===== src/rtl/dsa_pkg.sv =====
`default_nettype none

package dsa_pkg;

  // Fixed field widths of the command and result ports.
  localparam int ENTRY_W     = 10;
  localparam int INDEX_W     = 17;
  localparam int CMD_W       = 3;
  localparam int FRAME_IN_W  = 2;
  localparam int COUNT_W     = 16;
  localparam int PCAP_W      = 11;
  localparam int TCAP_W      = 16;
  localparam int STRIDE_W    = 13;
  localparam int ADDR_W      = 64;
  localparam int PROD_W      = INDEX_W + STRIDE_W;
  localparam int CFG_INDEX_W = 3;
  localparam int CFG_DATA_W  = 64;

  // Reset values of the configuration registers.
  localparam logic [PCAP_W-1:0]   PCAP_RESET   = PCAP_W'(1024);
  localparam logic [STRIDE_W-1:0] STRIDE_RESET = STRIDE_W'(32);

  typedef enum logic [CMD_W-1:0] {
    CMD_ALLOC      = 3'd0,
    CMD_FREE       = 3'd1,
    CMD_RECLAIM    = 3'd2,
    CMD_ALLOC_TEMP = 3'd3,
    CMD_END_FRAME  = 3'd4
  } cmd_t;

  typedef enum logic [1:0] {
    ST_OK       = 2'd0,
    ST_NO_SLOT  = 2'd1,
    ST_BAD_FREE = 2'd2,
    ST_TEMP_OVF = 2'd3
  } status_t;

  typedef enum logic [CFG_INDEX_W-1:0] {
    CFG_PERSISTENT_CAPACITY = 3'd0,
    CFG_TEMPORARY_CAPACITY  = 3'd1,
    CFG_SLOT_STRIDE         = 3'd2,
    CFG_CPU_BASE            = 3'd3,
    CFG_GPU_BASE            = 3'd4,
    CFG_SHADER_VISIBLE      = 3'd5
  } cfg_reg_t;

  typedef enum logic [1:0] {
    S_IDLE,
    S_ALLOC,
    S_ADDR,
    S_RECLAIM
  } state_t;

endpackage

`default_nettype wire


===== src/rtl/dsa_addr_unit.sv =====
`default_nettype none

module dsa_addr_unit
  import dsa_pkg::*;
(
  input  wire logic                clk,
  input  wire logic                rst,
  input  wire logic                load,
  input  wire logic [INDEX_W-1:0]  index,
  input  wire logic [STRIDE_W-1:0] slot_stride,
  input  wire logic [ADDR_W-1:0]   cpu_base,
  input  wire logic [ADDR_W-1:0]   gpu_base,
  input  wire logic                shader_visible,
  output logic                     valid,
  output logic [INDEX_W-1:0]       index_out,
  output logic [ADDR_W-1:0]        cpu_address,
  output logic [ADDR_W-1:0]        gpu_address
);

  logic               prod_valid;
  logic [INDEX_W-1:0] prod_index;
  logic [PROD_W-1:0]  offset;

  // Control: one stage for the multiply, one for the base add.
  always_ff @(posedge clk) begin
    if (rst) begin
      prod_valid <= 1'b0;
      valid      <= 1'b0;
    end else begin
      prod_valid <= load;
      valid      <= prod_valid;
    end
  end

  // Stage one: slot offset in bytes.
  always_ff @(posedge clk) begin
    if (load) begin
      prod_index <= index;
      offset     <= PROD_W'(index) * PROD_W'(slot_stride);
    end
  end

  // Stage two: add the bases; an invisible heap gets a zero GPU address.
  always_ff @(posedge clk) begin
    if (prod_valid) begin
      index_out   <= prod_index;
      cpu_address <= cpu_base + ADDR_W'(offset);
      gpu_address <= shader_visible ? gpu_base + ADDR_W'(offset) : '0;
    end
  end

endmodule

`default_nettype wire


===== config.mk =====
export PLATFORM = sky130hd
export DESIGN_NAME = dsa_addr_unit
export DESIGN_NICKNAME = d
export VERILOG_FILES = /design/src/rtl/dsa_pkg.sv /design/src/rtl/dsa_addr_unit.sv
export SDC_FILE = /design/constraint.sdc
export NUM_CORES = 1
export LEC_CHECK = 0
export BUFFER_PORTS_ARGS = -buffer_cell sky130_fd_sc_hd__buf_2
export CAP_MARGIN = 15
export CORE_AREA = 3 3 204 206
export DETAILED_ROUTE_END_ITERATION = 10
export DIE_AREA = 0 0 207 209
export GPL_TIMING_DRIVEN = 1
export PLACE_DENSITY = 0.66
export SLEW_MARGIN = 0
export SYNTH_ARGS = -nofsm -noshare
export SYNTH_HDL_FRONTEND = slang
export SYNTH_SLANG_ARGS = --single-unit
export TNS_END_PERCENT = 100

===== constraint.sdc =====
create_clock -name clk -period 14.39 [get_ports clk]
set_input_delay 0.7195 -clock clk [delete_from_list [all_inputs] [get_ports clk]]
set_output_delay 0.7195 -clock clk [all_outputs]
set_load 0.03 [all_outputs]

Yosys cells after proc, flatten, opt, wreduce, memory -nomap -nowiden
Index checks and enable logic that the tools add are counted.
Widths: inputs -> output; s select.
{ "totals": {"latchBits": 0, "mem_count": 0, "reg_bits": 194, "inputBits": 162, "word_cells": 10, "rom_bits": 0, "ram_bits": 0, "out_inout_bits": 146} }
{ "op_classes": {"bitwise_logic": 0, "n_div": 0, "eq_ne": 0, "n_addsub": 2, "n_reduce_logical": 0, "n_mux": 0, "shifts": 0, "mul": 1, "magnitude_cmp": 0} }
{ "ops": {"columns": ["cell", "count"], "rows": [
  ["$add 64x30->64", 2],
  ["$mul 17x13->30", 1]
]} }

Longest topological paths before layout
{ "logic_depth": {"word_depth": 1, "ltp_mapped": 23, "depth_no_buf": 21} }

Least setup slack after synthesis
No wires, ideal clock.
{ "synth_path": {"path_type": "input to register", "start": "in slot_stride[6]", "end": "reg offset[27] (data pin)", "n_path_buf": 2, "required_time_ns": 14.132, "arrival_time_ns": 5.664, "path_stages": 20, "slack_ns": 8.468, "setup_time_ns": 0.258, "path_cell_list": "clkbuf_1 > clkbuf_1 > nand2_1 > fa_1 > fa_1 > fa_1 > inv_1 > fa_1 > inv_1 > fa_1 > inv_1 > ha_1 > a21o_1 > a21o_1 > a211oi_1 > o31ai_1 > a21oi_1 > o21ai_0 > a21oi_1 > xnor2_1"} }
{ "synth_between": {"elab_chain_len": 1} }
{ "synth_lines": {"columns": ["item", "line_no", "source"], "rows": [
  ["start: declaration", "dsa_addr_unit.sv:10", "input wire logic [STRIDE_W-1:0] slot_stride,"],
  ["$mul 17x13->30", "dsa_addr_unit.sv:39", "offset <= PROD_W'(index) * PROD_W'(slot_stride);"],
  ["end signal: assignment", "dsa_addr_unit.sv:39", null],
  ["end: declaration", "dsa_addr_unit.sv:22", "logic [PROD_W-1:0] offset;"]
]} }
No other way between the ends.
A chain may end at the register's enable or synchronous reset.

Worst setup path in the final report
Ends and elaborated chain as after synthesis.

==> metrics.md <==
| Metric | Value |
|---|---|
| Post-CTS setup buffer count | `0` |
| Fillers | `3665` |
| First-pass GRT wire length | `around 74000 microns` |
| Post-Syn Nets | `2228` |
| Final worst clock skew | `about 0.015 ns` |
| Vias | `13.5k` |
| Final Power | `3990 uW` |
| Synth-to-Final Area Change | `14.8%` |
| Status | `completed` |
| Initial DRC Count | `891` |
| Setup Viol. Count Final | `0` |
| Core area | `39800 sq um` |
| Worst slew pin tran | `roughly 1.2 ns` |
| Hold crit path type | `reg2reg` |
| Post-synthesis async set-or-reset flop share | `0` |
| Largest net degree at the start of global routing | `73` |
| CTS tree | `built` |
| Initial antenna violation count | `10` |
| Worst-Skew Late Latency | `~0.45 ns` |
| Effective utilization at floorplan | `0.449` |
| Placed instance area | `19900 sq um` |
| Crit Path Max Fanout | `17` |
| Share of cells above drive strength 1 | `0.185` |
| Die area | `43300 sq um` |
| Maximum vdd drop | `0.114 mV` |
| Seq pwr share | `0.229` |
| RSZ-0062 raised after global routing | `no` |
| Clock Power Share | `0.127` |
| FF/Latch Area | `5810 sq um` |
| GPL Wtd Cong | `0.892` |
| WP data arrival | `around 6.5 ns` |
| Nets@finish | `2502` |
| Largest area contributor in the netlist | `edfxtp_1` |
| Crit share post-route | `0.439` |
| PD cells | `~190 nW/um^2` |
| Root Buffer | `clkbuf_16` |
| Die width | `about 210 microns` |
| Area occupied by multi-input gates | `about 11000 sq um` |
| IO Port Bufs | `307` |
| Reg2Reg Capture Point | `cpu_address[48]` |
| Vias in the first global route | `between 10k and 15k` |
| Hold depth | `0` |
| Total track usage | `0.215` |
| Setup TNS | `0 ns` |
| Critical Path Sink Type | `flip-flop` |
| Pre-CTS setup slack | `7.65 ns` |
| Origin of the worst min-delay path | `prod_index[16]` |
| Max-slew headroom | `0.224` |
| Post-DR wirelength/cell | `18.0 microns` |
| GR Overflow Total | `0` |
| Fin crit period | `between 6 and 7 ns` |
| WHS Endpoint | `index_out[16]` |
| CP startpoint kind | `input port` |
| Detailed Routing Iterations Pass 1 | `7` |
| CTS Hold Buffers Added | `0` |
| Fmax | `158 MHz` |
| Final wirelength | `46400 microns` |
| Hpwl dp | `37200 microns` |
| Max cap viols | `0` |
| Final worst slack | `8.08 ns` |
| WS Path Type | `in2reg` |
| Number of synthesized flops with an enable pin | `192` |
| Yosys warnings | `0` |
| Clock sinks | `194` |
| Ys flop type | `edfxtp_1` |
| RR Startpoint | `offset[1]` |
| Final ANT Viol Nets | `0` |
| Average cell area after synthesis | `10.1 sq um` |
| Top Ports | `308` |
| Deepest clock path buffer count | `2` |
| TritonCTS buffer count | `17` |
| R2r setup slk | `10.63 ns` |
| Die H | `209 microns` |
| Sw frac | `0.458` |
| Commonest cells in the netlist | `inv_1 (267), edfxtp_1 (192), fa_1 (167)` |
| Lkg Pwr | `0.00958 uW` |
| Gate Count Post-Synth | `1764` |
| H-Tree Depth | `4` |
| Yosys reg bits | `~190` |
| Largest cells by area after synthesis | `edfxtp_1 (32%), fa_1 (19%), ha_1 (9.5%)` |
| DRC violations left | `0` |
| NetSw | `between 1500 and 2000 uW` |
| Vias/cell | `5.22` |
| Distinct cells, synth | `70` |
| Int Power | `2160 uW` |
| Syn Std Cell Area | `roughly 18000 sq um` |
| Fin area | `a little over 20000 sq um` |
| Comb pwr share | `0.644` |
| Register area share after synthesis | `0.325` |
| Site Rows | `73` |
| Slew Limit Fails | `0` |
| Top-count cell post-synth | `inv_1` |
| Worst reg-to-reg path cell count | `11` |
| Fin. Hold Viols | `0` |
| PostCTS Resize Cnt | `0` |
| Synth top area share | `0.323` |
| Clock-pin slew on the worst setup and hold paths | `approximately 0.08 ns` |
| Req. time, crit path | `between 10 and 15 ns` |
-- worst max path at each step --
stage	startpoint	endpoint	slack [ns]	cells after the start
floorplan	slot_stride[6]	offset[27]	8.47	20
global placement	index[10]	offset[27]	7.87	20
detailed placement	slot_stride[6]	offset[27]	7.65	19
CTS	slot_stride[6]	offset[27]	8.14	19
global route	index[10]	offset[27]	7.74	20
finish	slot_stride[6]	offset[27]	8.08	19
-- logic make-up after synthesis --
logic type      Yosys count  synth area share
mux                       3           0.00168
buf+inv                 325            0.0698
fa+ha+maj               302             0.282
xor+xnor                127            0.0623
flops                   194             0.325
compound gates          290             0.112
simple gates            523             0.148
-- critical path, cell delays in order --
cell       delay, ns
buf_2           0.34
nand2_1         0.15
fa_1            0.55
fa_1            0.52
inv_1           0.05
fa_1            0.46
fa_1            0.54
inv_1           0.05
fa_1            0.52
inv_1           0.04
ha_1            0.37
inv_1           0.10
a2111oi_0       0.80
a211oi_1        0.20
o31ai_1         0.39
a21oi_1         0.17
o21ai_0         0.24
a21oi_1         0.13
xnor2_1         0.13
-- layer usage --
layer | part of all wire | track usage
met1 | 0.43 | 0.280
met2 | 0.49 | 0.363
met3 | 0.051 | 0.0332
met4 | 0.031 | 0.0854
met5 | 0.00045 | 0
-- final cells by class --
type                    count  area share
diodes                     10     0.00122
well taps                 525      0.0320
clock inverters            15      0.0101
flip-flops and latches    194       0.283
clock buffers              17      0.0207
repair buffers            312      0.0767
multi-input cells        1245       0.527
inverters                 268      0.0490
-- per-stage QoR --
step	cells	hold WS [ns]	util
floorplan	1764	0.400	-
global placement	2544	0.402	0.499
detailed placement	2544	0.405	0.499
CTS	2576	0.388	0.515
global route	2584	0.409	0.515
finish	2586	0.423	0.515
-- power groups by stage --
stage	sequential [uW]	clock, uW	combinational [uW]
2_1_floorplan	1010	0	1890
3_3_place_gp	927	0	2520
3_5_place_dp	927	0	2570
6_report	914	507	2570
5_1_grt	925	543	2920
4_1_cts	915	520	2580
-- placed cells by master, fill, tap and decap left out, drive strengths merged, types with 17 or more instances in the layout --
cell	instances
a21oi	96
ha	135
fa	167
and2	118
clkbuf	17
xnor2	99
nand2	164
buf	312
nor2	90
nand4	27
o21ai	35
a21o	62
and3	31
xor2	28
edfxtp	192
inv	274
o21bai	19
nand3	36
-- flip-flops by register name, indices dropped and copies added (netlist names) --
name and flops:
gpu_address 64, valid 1, prod_index 17, offset 30, index_out 17, cpu_address 64, prod_valid 1
Power figures use the tool's default switching activity.
